===== config.mk =====
export PLATFORM = sky130hd
export DESIGN_NAME = icmp_echo_reply_rewriter_top
export DESIGN_NICKNAME = d
export VERILOG_FILES = /design/src/hw/rtl/ier_pkg.sv /design/src/hw/rtl/ier_front.sv /design/src/hw/rtl/ier_fifo.sv /design/src/hw/rtl/ier_back.sv /design/src/hw/rtl/icmp_echo_reply_rewriter_top.sv
export SDC_FILE = /design/constraint.sdc
export NUM_CORES = 1
export LEC_CHECK = 0
export ABC_AREA = 1
export BUFFER_PORTS_ARGS = -buffer_cell sky130_fd_sc_hd__buf_2
export CAP_MARGIN = 20
export CORE_MARGIN = 1
export CORE_UTILIZATION = 40
export CTS_CLUSTER_DIAMETER = 200
export DETAILED_ROUTE_END_ITERATION = 6
export PLACE_DENSITY_LB_ADDON = 0.1
export SYNTH_ARGS = -nofsm -noshare
export SYNTH_HDL_FRONTEND = slang
export SYNTH_SLANG_ARGS = --single-unit

===== constraint.sdc =====
create_clock -name i_clk -period 15 [get_ports i_clk]
set_clock_uncertainty 0.15 [all_clocks]
set_input_delay 0.75 -clock i_clk [delete_from_list [all_inputs] [get_ports i_clk]]
set_output_delay 0.75 -clock i_clk [all_outputs]
set_load 0.02 [all_outputs]

===== src/hw/rtl/ier_pkg.sv =====
// Shared types and constants for the ICMP echo reply rewriter.
package ier_pkg;

    // Received byte stream item
    typedef struct packed {
        logic [7:0] rx_byte;
        logic       rx_end;
    } t_rx_item;

    // Reply byte stream item
    typedef struct packed {
        logic [7:0] tx_byte;
        logic       tx_end;
        logic       reply_ok;
        logic       short_frame;
    } t_tx_item;

    // Configuration register indexes
    localparam logic [1:0] REG_OWN_MAC = 2'd0;
    localparam logic [1:0] REG_OWN_IP  = 2'd1;

    // Frame layout and protocol constants
    localparam logic [16:0] C_POS_MAX    = 17'h1FFFF;
    localparam logic [16:0] C_MIN_LEN    = 17'd38;
    localparam logic [16:0] C_ETH_HDR    = 17'd14;
    localparam logic [16:0] C_MAC_LAST   = 17'd11;
    localparam logic [16:0] C_SRC_MAC    = 17'd6;
    localparam logic [16:0] C_HDR_END    = 17'd18;
    localparam logic [16:0] C_LEN_HI     = 17'd16;
    localparam logic [16:0] C_LEN_LO     = 17'd17;
    localparam logic [16:0] C_SIP_FIRST  = 17'd26;
    localparam logic [16:0] C_SIP_LAST   = 17'd29;
    localparam logic [16:0] C_DIP_FIRST  = 17'd30;
    localparam logic [16:0] C_DIP_LAST   = 17'd33;
    localparam logic [16:0] C_ICMP_TYPE  = 17'd34;
    localparam logic [16:0] C_CSUM_HI    = 17'd36;
    localparam logic [16:0] C_CSUM_LO    = 17'd37;
    localparam logic [7:0]  C_ECHO_REQ   = 8'h08;
    localparam logic [7:0]  C_ECHO_REPLY = 8'h00;
    localparam logic [15:0] C_CSUM_ADJ   = 16'hF7FF;

    // Command queue between front and back
    localparam int C_QDEPTH = 4;
    localparam int C_QAW    = $clog2(C_QDEPTH);

    typedef enum logic [1:0] {
        CMD_BYTE,   // one byte: data[7:0]
        CMD_PAIR,   // two bytes: data[15:8], data[7:0]
        CMD_MAC     // twelve bytes: data[47:0], then own MAC
    } t_cmd_kind;

    typedef struct packed {
        t_cmd_kind   kind;
        logic [47:0] data;
        logic        last;     // final item of the reply frame
        logic        ok;
        logic        short_fr;
    } t_cmd;

endpackage


===== src/hw/rtl/ier_front.sv =====
// Front end: tracks frame position, holds header bytes, classifies each item and emits commands.
module ier_front (
    input  logic             i_clk,
    input  logic             i_rst_n,
    input  logic             i_accept,
    input  ier_pkg::t_rx_item i_rx,
    input  logic [31:0]      i_own_ip,
    output logic             o_cmd_valid,
    output ier_pkg::t_cmd    o_cmd
);
    import ier_pkg::*;

    logic [16:0] r_pos, n_pos;
    logic [16:0] r_len, n_len;
    logic [7:0]  r_csum_hi, n_csum_hi;
    logic        r_dest_match, n_dest_match;
    logic        r_is_req, n_is_req;
    logic [7:0]  r_mac_hold [5];
    logic [7:0]  r_sip_hold [4];

    logic [7:0]  b;
    logic [17:0] pos_inc;
    logic [16:0] lim;
    logic [1:0]  ip_k;
    logic [7:0]  ip_byte;
    logic [2:0]  mac_idx;
    logic [15:0] csum_x;
    logic [16:0] csum_sum;
    logic [15:0] csum_fold;
    logic        emit;
    logic        is_last;
    logic        early;
    t_cmd        cmd;

    assign b       = i_rx.rx_byte;
    assign pos_inc = {1'b0, r_pos} + 18'd1;
    assign lim     = (r_len < C_MIN_LEN) ? C_MIN_LEN : r_len;
    // IP byte lane: positions 26 and 30 map to lane 0
    assign ip_k    = r_pos[1:0] + 2'd2;
    assign ip_byte = 8'(i_own_ip >> {~ip_k, 3'b000});
    assign mac_idx = 3'(r_pos - C_SRC_MAC);

    // Checksum fix for type 0x08 -> 0x00, end-around carry
    assign csum_x    = ~{r_csum_hi, b};
    assign csum_sum  = {1'b0, csum_x} + {1'b0, C_CSUM_ADJ};
    assign csum_fold = csum_sum[15:0] + {15'd0, csum_sum[16]};

    always_comb begin
        n_pos        = r_pos;
        n_len        = r_len;
        n_csum_hi    = r_csum_hi;
        n_dest_match = r_dest_match;
        n_is_req     = r_is_req;
        emit         = 1'b0;
        cmd          = '{kind: CMD_BYTE, data: {40'd0, b}, last: 1'b0, ok: 1'b0,
                         short_fr: 1'b0};

        if (r_pos < 17'd12) begin
            if (r_pos == C_MAC_LAST) begin
                emit     = 1'b1;
                cmd.kind = CMD_MAC;
                cmd.data = {r_mac_hold[0], r_mac_hold[1], r_mac_hold[2],
                            r_mac_hold[3], r_mac_hold[4], b};
            end
        end else if (r_pos < C_HDR_END) begin
            emit = 1'b1;
            if (r_pos == C_LEN_HI) begin
                n_len = {1'b0, b, 8'd0};
            end else if (r_pos == C_LEN_LO) begin
                n_len = C_ETH_HDR + {1'b0, r_len[15:8], b};
            end
        end else if (r_pos < lim) begin
            emit = 1'b1;
            if (r_pos >= C_SIP_FIRST && r_pos <= C_SIP_LAST) begin
                cmd.data = {40'd0, ip_byte};
            end else if (r_pos >= C_DIP_FIRST && r_pos <= C_DIP_LAST) begin
                if (b != ip_byte) begin
                    n_dest_match = 1'b0;
                end
                cmd.data = {40'd0, r_sip_hold[ip_k]};
            end else if (r_pos == C_ICMP_TYPE) begin
                n_is_req = (b == C_ECHO_REQ);
                cmd.data = {40'd0, C_ECHO_REPLY};
            end else if (r_pos == C_CSUM_HI) begin
                emit      = 1'b0;
                n_csum_hi = b;
            end else if (r_pos == C_CSUM_LO) begin
                cmd.kind = CMD_PAIR;
                cmd.data = {32'd0, ~csum_fold};
            end
        end

        is_last = (r_pos >= C_HDR_END) && (pos_inc == {1'b0, lim});
        early   = i_rx.rx_end && ((r_pos < C_HDR_END) || (pos_inc < {1'b0, lim}));

        if (is_last) begin
            cmd.last = 1'b1;
            cmd.ok   = n_is_req & n_dest_match;
        end else if (early) begin
            if (!emit) begin
                // Nothing to send on this item: send a zero filler to close the frame
                emit     = 1'b1;
                cmd.kind = CMD_BYTE;
                cmd.data = '0;
            end
            cmd.last     = 1'b1;
            cmd.short_fr = 1'b1;
        end

        if (i_rx.rx_end) begin
            n_pos        = '0;
            n_len        = '0;
            n_csum_hi    = '0;
            n_dest_match = 1'b1;
            n_is_req     = 1'b0;
        end else if (r_pos != C_POS_MAX) begin
            n_pos = pos_inc[16:0];
        end
    end

    assign o_cmd_valid = i_accept && emit;
    assign o_cmd       = cmd;

    always_ff @(posedge i_clk) begin
        if (!i_rst_n) begin
            r_pos        <= '0;
            r_len        <= '0;
            r_csum_hi    <= '0;
            r_dest_match <= 1'b1;
            r_is_req     <= 1'b0;
        end else if (i_accept) begin
            r_pos        <= n_pos;
            r_len        <= n_len;
            r_csum_hi    <= n_csum_hi;
            r_dest_match <= n_dest_match;
            r_is_req     <= n_is_req;
        end
    end

    // Holding buffers, no reset
    always_ff @(posedge i_clk) begin
        if (i_accept && r_pos >= C_SRC_MAC && r_pos < C_MAC_LAST) begin
            r_mac_hold[mac_idx] <= b;
        end
        if (i_accept && r_pos >= C_SIP_FIRST && r_pos <= C_SIP_LAST) begin
            r_sip_hold[ip_k] <= b;
        end
    end

endmodule


===== src/hw/rtl/ier_fifo.sv =====
// Short command queue between the front and the back.
module ier_fifo (
    input  logic          i_clk,
    input  logic          i_rst_n,
    input  logic          i_push,
    input  ier_pkg::t_cmd i_cmd,
    output logic          o_full,
    input  logic          i_pop,
    output logic          o_empty,
    output ier_pkg::t_cmd o_cmd
);
    import ier_pkg::*;

    t_cmd             r_mem [C_QDEPTH];
    logic [C_QAW-1:0] r_wr;
    logic [C_QAW-1:0] r_rd;
    logic [C_QAW:0]   r_cnt;

    assign o_full  = (r_cnt == (C_QAW+1)'(C_QDEPTH));
    assign o_empty = (r_cnt == '0);
    assign o_cmd   = r_mem[r_rd];

    always_ff @(posedge i_clk) begin
        if (!i_rst_n) begin
            r_wr  <= '0;
            r_rd  <= '0;
            r_cnt <= '0;
        end else begin
            if (i_push) begin
                r_wr <= r_wr + 1'b1;
            end
            if (i_pop) begin
                r_rd <= r_rd + 1'b1;
            end
            if (i_push && !i_pop) begin
                r_cnt <= r_cnt + 1'b1;
            end else if (!i_push && i_pop) begin
                r_cnt <= r_cnt - 1'b1;
            end
        end
    end

    always_ff @(posedge i_clk) begin
        if (i_push) begin
            r_mem[r_wr] <= i_cmd;
        end
    end

endmodule


===== src/hw/rtl/ier_back.sv =====
// Back end: expands commands into reply bytes and drives the output register.
module ier_back (
    input  logic              i_clk,
    input  logic              i_rst_n,
    input  logic              i_q_empty,
    input  ier_pkg::t_cmd     i_q_cmd,
    output logic              o_q_pop,
    input  logic [47:0]       i_own_mac,
    input  logic              i_pop,
    output logic              o_empty,
    output ier_pkg::t_tx_item o_tx
);
    import ier_pkg::*;

    t_cmd      r_cur;
    logic      r_cur_v;
    logic [3:0] r_idx;
    t_tx_item  r_out;
    logic      r_out_v;

    logic       out_free;
    logic       fire;
    logic       done;
    logic       load;
    logic [3:0] last_idx;
    logic [95:0] seq;
    logic [95:0] seq_sh;
    logic       at_last;

    always_comb begin
        case (r_cur.kind)
            CMD_MAC: begin
                last_idx = 4'd11;
                seq      = {r_cur.data, i_own_mac};
            end
            CMD_PAIR: begin
                last_idx = 4'd1;
                seq      = {r_cur.data[15:0], 80'd0};
            end
            default: begin
                last_idx = 4'd0;
                seq      = {r_cur.data[7:0], 88'd0};
            end
        endcase
    end

    assign seq_sh   = seq << {r_idx, 3'b000};
    assign at_last  = (r_idx == last_idx);
    assign out_free = !r_out_v || i_pop;
    assign fire     = r_cur_v && out_free;
    assign done     = fire && at_last;
    assign load     = (!r_cur_v || done) && !i_q_empty;
    assign o_q_pop  = load;
    assign o_empty  = !r_out_v;
    assign o_tx     = r_out;

    always_ff @(posedge i_clk) begin
        if (!i_rst_n) begin
            r_cur_v <= 1'b0;
            r_idx   <= '0;
            r_out_v <= 1'b0;
        end else begin
            if (load) begin
                r_cur_v <= 1'b1;
                r_idx   <= '0;
            end else if (done) begin
                r_cur_v <= 1'b0;
            end else if (fire) begin
                r_idx <= r_idx + 1'b1;
            end

            if (fire) begin
                r_out_v <= 1'b1;
            end else if (i_pop) begin
                r_out_v <= 1'b0;
            end
        end
    end

    always_ff @(posedge i_clk) begin
        if (load) begin
            r_cur <= i_q_cmd;
        end
        if (fire) begin
            r_out.tx_byte     <= seq_sh[95:88];
            r_out.tx_end      <= at_last && r_cur.last;
            r_out.reply_ok    <= at_last && r_cur.ok;
            r_out.short_frame <= at_last && r_cur.short_fr;
        end
    end

endmodule


===== src/hw/rtl/icmp_echo_reply_rewriter_top.sv =====
// Top level of the ICMP echo reply rewriter: config registers, front, queue, back.
//
// Usage:
// - Input channel: push/full. One received frame byte per item (i_rx.rx_byte),
//   with i_rx.rx_end on the final byte. An item is taken when push is high and
//   full is low.
// - Output channel: empty/pop. While empty is low the oldest reply byte is on
//   o_tx; pop takes it. tx_end marks the last reply byte, and on that byte
//   reply_ok says "echo request to our IP" and short_frame says the input ended
//   before the header, the stated IP length or the 38-byte minimum.
// - Config channel: i_cfg_valid/o_cfg_ready (always ready), i_cfg_index selects
//   own MAC (0) or own IP (1); other indexes are ignored. Write only when idle.
// Timing:
// - With the back end idle, a taken item's command passes through the command
//   queue and the current-command register before its first reply byte is registered.
// - One item per cycle is accepted while full is low; the back end emits one
//   byte per cycle while the output register is free. The twelve-byte MAC
//   burst at the twelfth input byte fills the four-entry command queue, so
//   with back-to-back input full is high while the burst drains.
// - When the receiver stalls, the output register holds and the queue fills;
//   full then stops the sender. Nothing is dropped.
// - Reset (synchronous, active low) clears the frame position, the queue, the
//   output register and both config registers; no clearing pass is needed.
module icmp_echo_reply_rewriter_top (
    input  logic              i_clk,
    input  logic              i_rst_n,
    // input byte stream
    input  logic              push,
    output logic              full,
    input  ier_pkg::t_rx_item i_rx,
    // reply byte stream
    output logic              empty,
    input  logic              pop,
    output ier_pkg::t_tx_item o_tx,
    // config writes
    input  logic              i_cfg_valid,
    output logic              o_cfg_ready,
    input  logic [1:0]        i_cfg_index,
    input  logic [47:0]       i_cfg_data
);
    import ier_pkg::*;

    logic [47:0] r_own_mac;
    logic [31:0] r_own_ip;

    logic accept;
    logic cmd_valid;
    t_cmd cmd_in;
    t_cmd cmd_out;
    logic q_empty;
    logic q_pop;

    assign o_cfg_ready = 1'b1;
    assign accept      = push && !full;

    always_ff @(posedge i_clk) begin
        if (!i_rst_n) begin
            r_own_mac <= '0;
            r_own_ip  <= '0;
        end else if (i_cfg_valid) begin
            case (i_cfg_index)
                REG_OWN_MAC: r_own_mac <= i_cfg_data;
                REG_OWN_IP:  r_own_ip  <= i_cfg_data[31:0];
                default: ;
            endcase
        end
    end

    // Position tracking and per-byte classification
    ier_front u_front (
        .i_clk       (i_clk),
        .i_rst_n     (i_rst_n),
        .i_accept    (accept),
        .i_rx        (i_rx),
        .i_own_ip    (r_own_ip),
        .o_cmd_valid (cmd_valid),
        .o_cmd       (cmd_in)
    );

    // Decouples the bursty back end from the input
    ier_fifo u_fifo (
        .i_clk   (i_clk),
        .i_rst_n (i_rst_n),
        .i_push  (cmd_valid),
        .i_cmd   (cmd_in),
        .o_full  (full),
        .i_pop   (q_pop),
        .o_empty (q_empty),
        .o_cmd   (cmd_out)
    );

    // Byte generation and output register
    ier_back u_back (
        .i_clk     (i_clk),
        .i_rst_n   (i_rst_n),
        .i_q_empty (q_empty),
        .i_q_cmd   (cmd_out),
        .o_q_pop   (q_pop),
        .i_own_mac (r_own_mac),
        .i_pop     (pop),
        .o_empty   (empty),
        .o_tx      (o_tx)
    );

endmodule


==> flow_summary.yaml, run 1 <==
clocking:
  cts_buffer_depth: 3
  cts_buffers: 54
  cts_tree: "done"
  cts_root_buf: "clkbuf_16"
  htreeDepth: 2
  postCtsSetupBuffers: 0
  clk_pin_slew_worst_paths_ps: 60
  ctsHoldBuffers: 0
  cts.sinks: 485
  clock_latency_ps: 610
  cts-resized-gates: 0
detailed_routing:
  drtPass1Iterations: 5
  ant_nets: 0
  drc_errors: 0
  vias_per_cell: 5.272
  dr_total_vias: 16680
  drt_wl_total_mm: 63.34
  routedWlPerCell_um: 20.02
  drtIter0Drc: 1357
power_and_ir_drop:
  p_per_area_nw_per_um2: 157.8
  p_leak_nw: 9.683
  ir_worst_vdd_mv: 0.09421
place:
  place.gp.congestion: 0.8500
  dpl.hpwl_mm: 40.94
  numPortBuffers: 76
yosys:
  ys_seq_elements: 485
  ys_seq_area_frac: 0.5861
  syn-cell-area_sq_um: 22510
  synth_nets: 2452
  synthCells: 2332
  yosys_warnings: 0
  synth.distinct_cells: 63
  syn_area_per_cell_sq_um: 9.653
  synth_edf_count: 348
  synthArstFlopShare: 0
  ys.flop_type: "edfxtp_1"
global_routing:
  use_met2: 0.3457
  grt_pass1_wl_mm: 96.99
  grt_max_degree: 94
  overflow: 0
  antenna_found_initial: 2
  gr-max-usage-layer: "met2"
  grt_pass1_vias: 16071
  grtUsageMet1: 0.3245
  met3_usage: 0.03077
  grtUsageTotal: 0.2234
sta:
  slew-limit-headroom: 0.3331
  rsz0062_at_grt: "false"
  period_minus_slack_ps: 4953
  worstMarginPinSlew_ps: 1000
  fmax_ghz: 0.2019
  period_share: 0.3302
  setup_tns_ps: 0
  drv_slew: 0
  finalSetupViolCount: 0
  hold_violations: 0
floorplan:
  die_x_um: 239.2
  die_area_sq_um: 57230
  pin_count: 78
  initial_utilization: 0.4070
  fp.coreArea_sq_um: 55310
  die_h_um: 239.2
  num_rows: 86
hold_path:
  hold-path-endpoint: "r_own_mac[45]"
  hold_class: "in -> reg"
  hold_path_startpoint: "i_cfg_data[45]"
  hold_depth: 3
job:
  drv_cap: 0
layout:
  drive_gt1_frac: 0.1155
  num_antenna_cells: 0
  areaGrowthSynthToFinish_pct: 12.97
  fillers: 5291
  post-route-util: 0.4598
  final_nets: 2491
worst_setup_path:
  reg2reg_to: "u_fifo.r_cnt[2]"
  reg2reg_from: "u_front.r_pos[0]"
  cp_slowest_stage_delay_ps: 380
  cp_max_fo: 38
  crit_top_cell: "nand2_1"
  r2r_cells: 31
  r2r_slack_ps: 10050
  cp_slowest_cell: "fa_1"
  cp-start-kind: "flop"
  worst_setup_path_end_kind: "flop"
  worstPathRequired_ps: 15330
  crit_arrival_ps: 5280
  worstSetupPathType: "reg -> reg"
run_status:
  outcome: "complete, no violations"
[cell type report]
| class | instances | area [sq um] | area share |
|---|---|---|---|
| clock buffer | 66 | 1469 | 0.05776 |
| clock inverter | 35 | 380.4 | 0.01496 |
| inverter | 182 | 685.7 | 0.02696 |
| multi-input combinational | 1545 | 8155 | 0.3207 |
| sequential | 485 | 13190 | 0.5188 |
| tap | 748 | 935.9 | 0.03680 |
| timing repair buffer | 103 | 610.6 | 0.02401 |
[cells in the mapped netlist (5+ instances only)]
master	number	area, sq um
nor2_1	420	1577
edfxtp_1	348	10450
nand2_1	319	1197
o21ai_0	256	1281
inv_1	163	611.8
dfxtp_1	137	2743
a21oi_1	100	500.5
nand3_1	91	455.4
clkbuf_1	82	307.8
o22ai_1	59	369.1
ha_1	55	688.2
xor2_1	40	350.3
nand4_1	26	162.7
a221oi_1	24	210.2
buf_2	22	110.1
nor3_1	17	85.08
inv_2	13	48.80
nand2_2	12	75.07
buf_4	11	82.58
a22o_1	9	78.83
o21ai_1	9	45.04
nor2_2	8	50.05
nor4_1	8	50.05
o21a_1	8	60.06
o41ai_1	8	70.07
nor2_4	6	67.56
nor3_2	6	60.06
o211ai_1	6	45.04
a22oi_1	5	37.54
nand3_2	5	50.05
[state kept, by name (all words and copies together), names as in the netlist]
register / cells
u_back.r_cur: 53
u_fifo.r_rd: 2
u_back.r_out_v: 1
u_front.r_pos: 17
u_back.r_idx: 4
u_fifo.r_cnt: 3
u_front.r_is_req: 1
u_front.r_len: 17
u_back.r_cur_v: 1
u_front.r_csum_hi: 8
r_own_ip: 32
u_front.r_dest_match: 1
u_fifo.r_mem: 212
r_own_mac: 48
u_front.r_mac_hold: 40
u_back.o_tx: 11
u_front.r_sip_hold: 32
u_fifo.r_wr: 2
[worst max path at each step]
stage | startpoint | to | slack [ps]
final | u_front.r_pos[0] | u_fifo.r_cnt[2] | 10050
after CTS | u_front.r_pos[0] | u_fifo.r_cnt[2] | 10070
after floorplan | pop | u_fifo.r_cnt[1] | 9380
after detailed placement | u_front.r_pos[0] | u_fifo.r_mem[2][21] | 10090
after global routing | u_front.r_pos[0] | u_fifo.r_cnt[2] | 9500
after global placement | u_front.r_pos[0] | u_fifo.r_cnt[2] | 10110
[per-layer routing]
metal  share of wire  routed length [um]  vias up
met3           0.055                3504       91
li1                -                   -     8146
met4           0.023                1486        0
met1            0.47               30080     7975
met2            0.45               28270      468
met5               0                   0        -
[cells by family (layout without fill, tap and decap cells)]
kind of cell    after synthesis  count (layout)  synth area share
xor+xnor                     44              44           0.01745
flops                       485             485            0.5861
buf+inv                     302             386           0.05419
compound gates              511             511            0.1327
fa+ha+maj                    56              56           0.03146
other cells                   1               1         0.0001666
simple gates                933             933            0.1779
[worst max-delay path, delay by kind of cell (launching register included)]
family                   cells  cell delay [ps]
AND/OR/NAND/NOR             17             1760
adder cells (fa/ha/maj)      4             1100
AO/OA/AOI/OAI                6              850
buffers and inverters        4              610
flip-flops                   1              340
[power by group]
group	total (mW)	switching [mW]	internal, mW
clock	1.37	0.552	0.817
sequential	1.72	0.0808	1.64
combinational	0.920	0.671	0.250
total	4.01	1.30	2.71
[cells in the final DEF (no fill, tap or decap), types with 11 or more instances in the layout]
cell       synthesis  final
o22ai_1           59     59
inv_1            163    162
nand4_1           26     26
o21ai_0          256    256
a21oi_1          100    100
buf_2             22     76
clkinv_1           4     13
xor2_1            40     40
dfxtp_1          137    136
nor3_1            17     14
edfxtp_1         348    348
ha_1              55     55
nand2_2           12     12
clkinv_2           2     13
inv_2             13     15
a221oi_1          24     24
nand3_1           91     91
nor2_1           420    413
clkbuf_16          0     56
nand2_1          319    319
buf_4             11     24
nor2_4             6     11
[through the flow]
stage | cell area (sq um) | setup WS [ps] | power, mW | hold WS [ps] | cells
floorplan | 22510 | 9379 | 2.318 | 290.2 | 2332
global placement | 23530 | 10110 | 2.669 | 299.0 | 3060
detailed placement | 23580 | 10090 | 2.678 | 305.4 | 3063
CTS | 25430 | 10070 | 4.053 | 177.0 | 3164
global route | 25430 | 9503 | 4.202 | 216.0 | 3164
finish | 25430 | 10050 | 4.012 | 214.3 | 3164
Power figures use the tool's default switching activity.
==> inputs of run 2 (changes only) <==
==> constraint.sdc (replaced) <==
create_clock -name i_clk -period 4.4 [get_ports i_clk]
set_clock_uncertainty 0.15 [all_clocks]
set_input_delay 0.22 -clock i_clk [delete_from_list [all_inputs] [get_ports i_clk]]
set_output_delay 0.22 -clock i_clk [all_outputs]
set_load 0.02 [all_outputs]
==> flow_summary.yaml, run 2 (same netlist as run 1, synthesis figures left out) <==
run_status:
  outcome: "complete, no violations"
detailed_routing:
  drtPass1Iterations: 6
  drt_wl_total_mm: 65.15
  drtIter0Drc: 1163
  dr_total_vias: 17215
  vias_per_cell: 5.295
  ant_nets: 0
  routedWlPerCell_um: 20.04
  drc_errors: 0
power_and_ir_drop:
  p_leak_nw: 10.06
  power_frac_seq: 0.437
  p_sw_frac: 0.3267
  p_per_area_nw_per_um2: 515.3
  internal_power_mw: 9.119
  p_comb_frac: 0.233
  p_clk_frac: 0.329
  p_sw_mw: 4.425
  power_mw: 13.54
  ir_worst_vdd_mv: 0.3508
place:
  place.gp.congestion: 0.8351
  place_inst: 3091
  placed_area_sq_um: 23850
  dpl.hpwl_mm: 42.62
  numPortBuffers: 76
worst_setup_path:
  worstPathRequired_ps: 4750
  worstSetupPathType: "reg -> reg"
  cp_slowest_cell: "dfxtp_1"
  cp_max_fo: 3
  path_delay_family: "simple AND/OR/NAND/NOR gates"
  cp_slowest_stage_delay_ps: 370
  worst_setup_path_end_kind: "flop"
  cp_num_buf_inv: 3
  crit_top_cell: "nand2_1"
  cp-start-kind: "flop"
  crit_arrival_ps: 4470
global_routing:
  grt_max_degree: 63
  grt_pass1_vias: 16278
  grtUsageTotal: 0.2268
  antenna_found_initial: 2
  overflow: 0
  grt_pass1_wl_mm: 98.35
floorplan:
  die_x_um: 239.2
  pin_count: 78
  initial_utilization: 0.4070
  die_h_um: 239.2
  die_area_sq_um: 57230
  num_rows: 86
  fp.coreArea_sq_um: 55310
layout:
  largest-register: "u_fifo.r_mem"
  drive_gt1_frac: 0.1235
  fin_cells: 3251
  final_nets: 2580
  largest_reg_flops: 212
  design_area_sq_um: 26290
  areaGrowthSynthToFinish_pct: 16.77
  reg.largest.list: "u_fifo.r_mem (212), u_back.r_cur (53), r_own_mac (48)"
  post-route-util: 0.4753
  mostFrequentLayoutCell: "nor2_1"
  final_cell_mix: "nor2_1, edfxtp_1, nand2_1, o21ai_0, inv_1"
sta:
  slew-limit-headroom: 0.2926
  setup_tns_ps: 0
  drv_slew: 0
  hold_violations: 0
  finalSetupViolCount: 0
  period_minus_slack_ps: 4111
  rsz0062_at_grt: "false"
  worstMarginPinSlew_ps: 1055
  period_share: 0.9342
  fmax_ghz: 0.2433
clocking:
  cts.sinks: 485
  htreeDepth: 2
  clock_latency_ps: 620
  cts_buffers: 54
  cts_root_buf: "clkbuf_16"
  cts_tree: "done"
  clk_pin_slew_worst_paths_ps: 60
  cts_buffer_depth: 3
hold_path:
  hold_class: "in -> reg"
job:
  drv_cap: 0
-- run 2: layout make-up --
cell class | instances | area (sq um)
fill | 5196 | 29020
inverter | 182 | 685.7
timing repair buffer | 192 | 1513
tap | 748 | 935.9
clock inverter | 34 | 335.3
clock buffer | 64 | 1420
multi-input combinational | 1545 | 8192
sequential | 485 | 13200
antenna | 1 | 2.502
-- run 2: repair_timing --
action	4_1_cts	5_1_grt
hold buffers	55	0
resized for setup	0	15
buffers inserted	0	5
endpoints found under the setup margin	0	214
endpoints found under the hold margin	123	0
-- run 2: power groups by stage --
stage / clock [mW] / sequential [mW] / combinational, mW
floorplan: 0 / 5.89 / 2.00
CTS: 4.57 / 5.92 / 3.18
detailed placement: 0 / 6.02 / 3.13
global route: 4.73 / 5.97 / 3.51
finish: 4.46 / 5.92 / 3.16
global placement: 0 / 6.01 / 3.13
-- run 2: per-stage QoR --
stage	setup slack [ps]	hold WS, ps
2_1_floorplan	-217.1	168.9
3_3_place_gp	79.25	295.8
3_5_place_dp	40.29	296.9
4_1_cts	39.31	3.648
5_1_grt	2.455	9.092
6_report	289.4	38.94
-- run 2: per-layer routing --
layer / track usage / part of all wire
met1: 0.3283 / 0.47
met2: 0.3541 / 0.45
met3: 0.03434 / 0.059
met4: 0.05847 / 0.023
met5: 0 / 0
-- run 2: worst paths after layout --
| kind | to | cells after the start | from | slack (ps) |
|---|---|---|---|---|
| min reg2reg | u_front.r_csum_hi[2] | 2 | u_front.r_csum_hi[2] | 320 |
| max reg2reg | u_fifo.r_cnt[2] | 29 | u_front.r_pos[2] | 290 |
| min | u_front.r_mac_hold[4][3] | 2 | i_rx[4] | 40 |
| max | u_fifo.r_cnt[2] | 29 | u_front.r_pos[2] | 290 |
==> inputs of run 3 (changes only) <==
==> constraint.sdc (replaced) <==
create_clock -name i_clk -period 3.76 [get_ports i_clk]
set_clock_uncertainty 0.15 [all_clocks]
set_input_delay 0.188 -clock i_clk [delete_from_list [all_inputs] [get_ports i_clk]]
set_output_delay 0.188 -clock i_clk [all_outputs]
set_load 0.02 [all_outputs]
==> flow_summary.yaml, run 3 (same netlist as run 1, synthesis figures left out) <==
floorplan:
  initial_utilization: 0.4070
  die_area_sq_um: 57230
  pin_count: 78
  fp.coreArea_sq_um: 55310
  num_rows: 86
  die_x_um: 239.2
  die_h_um: 239.2
detailed_routing:
  ant_nets: 0
  vias_per_cell: 5.261
  routedWlPerCell_um: 20.09
  drtIter0Drc: 1534
  dr_total_vias: 17714
  drtPass1Iterations: 5
  drt_wl_total_mm: 67.65
  drc_errors: 0
worst_setup_path:
  worst_setup_path_end_kind: "flop"
  worstPathRequired_ps: 4110
  worstSetupPathType: "reg -> reg"
  crit_arrival_ps: 4240
  cp-start-kind: "flop"
  cp_max_fo: 4
  cp_slowest_cell: "dfxtp_4"
  path_delay_family: "simple AND/OR/NAND/NOR gates"
  cp_slowest_stage_delay_ps: 390
  cp_num_buf_inv: 3
  crit_top_cell: "nand2_1"
place:
  numPortBuffers: 76
  place.gp.congestion: 0.8531
  dpl.hpwl_mm: 43.67
clocking:
  cts.sinks: 485
  clock_latency_ps: 630
  cts_buffers: 53
  cts_root_buf: "clkbuf_16"
  clk_pin_slew_worst_paths_ps: 60
  htreeDepth: 2
  cts_tree: "done"
  cts_buffer_depth: 3
layout:
  seq_area_sq_um: 13210
  final_cell_mix: "nor2_1, edfxtp_1, nand2_1, o21ai_0, inv_1"
  multi_input_area_sq_um: 8409
  drive_gt1_frac: 0.1749
  post-route-util: 0.5008
  mostFrequentLayoutCell: "nor2_1"
  largest-register: "u_fifo.r_mem"
  largest_reg_flops: 212
  areaGrowthSynthToFinish_pct: 23.06
  fillers: 5059
  final_nets: 2694
  num_antenna_cells: 0
  reg.largest.list: "u_fifo.r_mem (212), u_back.r_cur (53), r_own_mac (48)"
sta:
  rsz0062_at_grt: "true"
  worstMarginPinSlew_ps: 1021
  period_minus_slack_ps: 3893
  finalSetupViolCount: 18
  drv_slew: 0
  hold_violations: 0
  setup_slack_ps: -132.6
  fmax_ghz: 0.2569
  period_share: 1.035
  setup_tns_ps: -1088
  slew-limit-headroom: 0.3148
global_routing:
  grt_max_degree: 93
  overflow: 0
  grtUsageTotal: 0.2308
  grt_pass1_vias: 16873
  grt_pass1_wl_mm: 100.2
  antenna_found_initial: 4
hold_path:
  hold_class: "in -> reg"
run_status:
  outcome: "finished with violations"
  violations: "setup timing"
power_and_ir_drop:
  p_per_area_nw_per_um2: 582.1
  ir_worst_vdd_mv: 0.3606
  p_leak_nw: 10.87
job:
  drv_cap: 0
-- run 3: final timing paths --
| path | from | endpoint | slack [ps] | depth (start not counted) |
|---|---|---|---|---|
| min | i_rx[3] | u_front.r_mac_hold[1][2] | 20 | 2 |
| max reg2reg | u_front.r_pos[0] | u_fifo.r_cnt[2] | -130 | 30 |
| max | u_front.r_pos[0] | u_fifo.r_cnt[2] | -130 | 30 |
| min reg2reg | u_back.r_cur_v | u_back.r_out_v | 320 | 2 |
-- run 3: worst reg2reg max path, delay by kind of cell, from the launching register on --
kind,cells,cell delay (ps)
AOI/OAI and AO/OA,6,790
adders and majority gates,4,900
and+or+nand+nor,17,1380
buffers and inverters,3,150
DFF,1,390
-- run 3: layer usage --
| layer | vias to the layer above | part of all wire | global-route usage | wire length (um) |
|---|---|---|---|---|
| met1 | 8551 | 0.46 | 0.3336 | 31450 |
| met2 | 521 | 0.45 | 0.3576 | 30450 |
| met3 | 86 | 0.061 | 0.03734 | 4159 |
| li1 | 8554 | - | - | - |
| met5 | - | 0.00019 | 0 | 13 |
| met4 | 2 | 0.023 | 0.06294 | 1586 |
-- run 3: stage by stage --
stage	cell area, sq um	power (mW)	setup slack [ps]	std cells	hold WS, ps
global route	27700	16.87	-375.7	3367	12.20
floorplan	22600	9.245	-165.5	2332	136.9
detailed placement	24470	10.76	-216.0	3171	262.2
CTS	27090	16.12	-136.5	3343	4.607
finish	27700	16.13	-132.6	3367	19.78
global placement	24470	10.73	-240.9	3171	258.7
-- run 3: what timing repair did --
| item | CTS | global route |
|---|---|---|
| setup buffers | 4 | 13 |
| hold endpoints to repair | 151 | 0 |
| gates resized for setup | 26 | 54 |
| hold buffers | 68 | 0 |
| setup endpoints to repair | 102 | 273 |
| gates cloned | 0 | 9 |
| pin swaps | 21 | 34 |
-- run 3: layout make-up --
cell class / count / share of cell area
flip-flops and latches: 485 / 0.4768
multi-input cells: 1545 / 0.3036
clock buffers: 69 / 0.05443
well taps: 748 / 0.03379
inverters: 182 / 0.02511
repair buffers: 307 / 0.09607
clock inverters: 31 / 0.01021
-- run 3: power breakdown --
| part | switching, mW | internal [mW] |
|---|---|---|
| Combinational | 2.65 | 1.24 |
| Sequential | 0.401 | 6.55 |
| Clock | 2.23 | 3.05 |
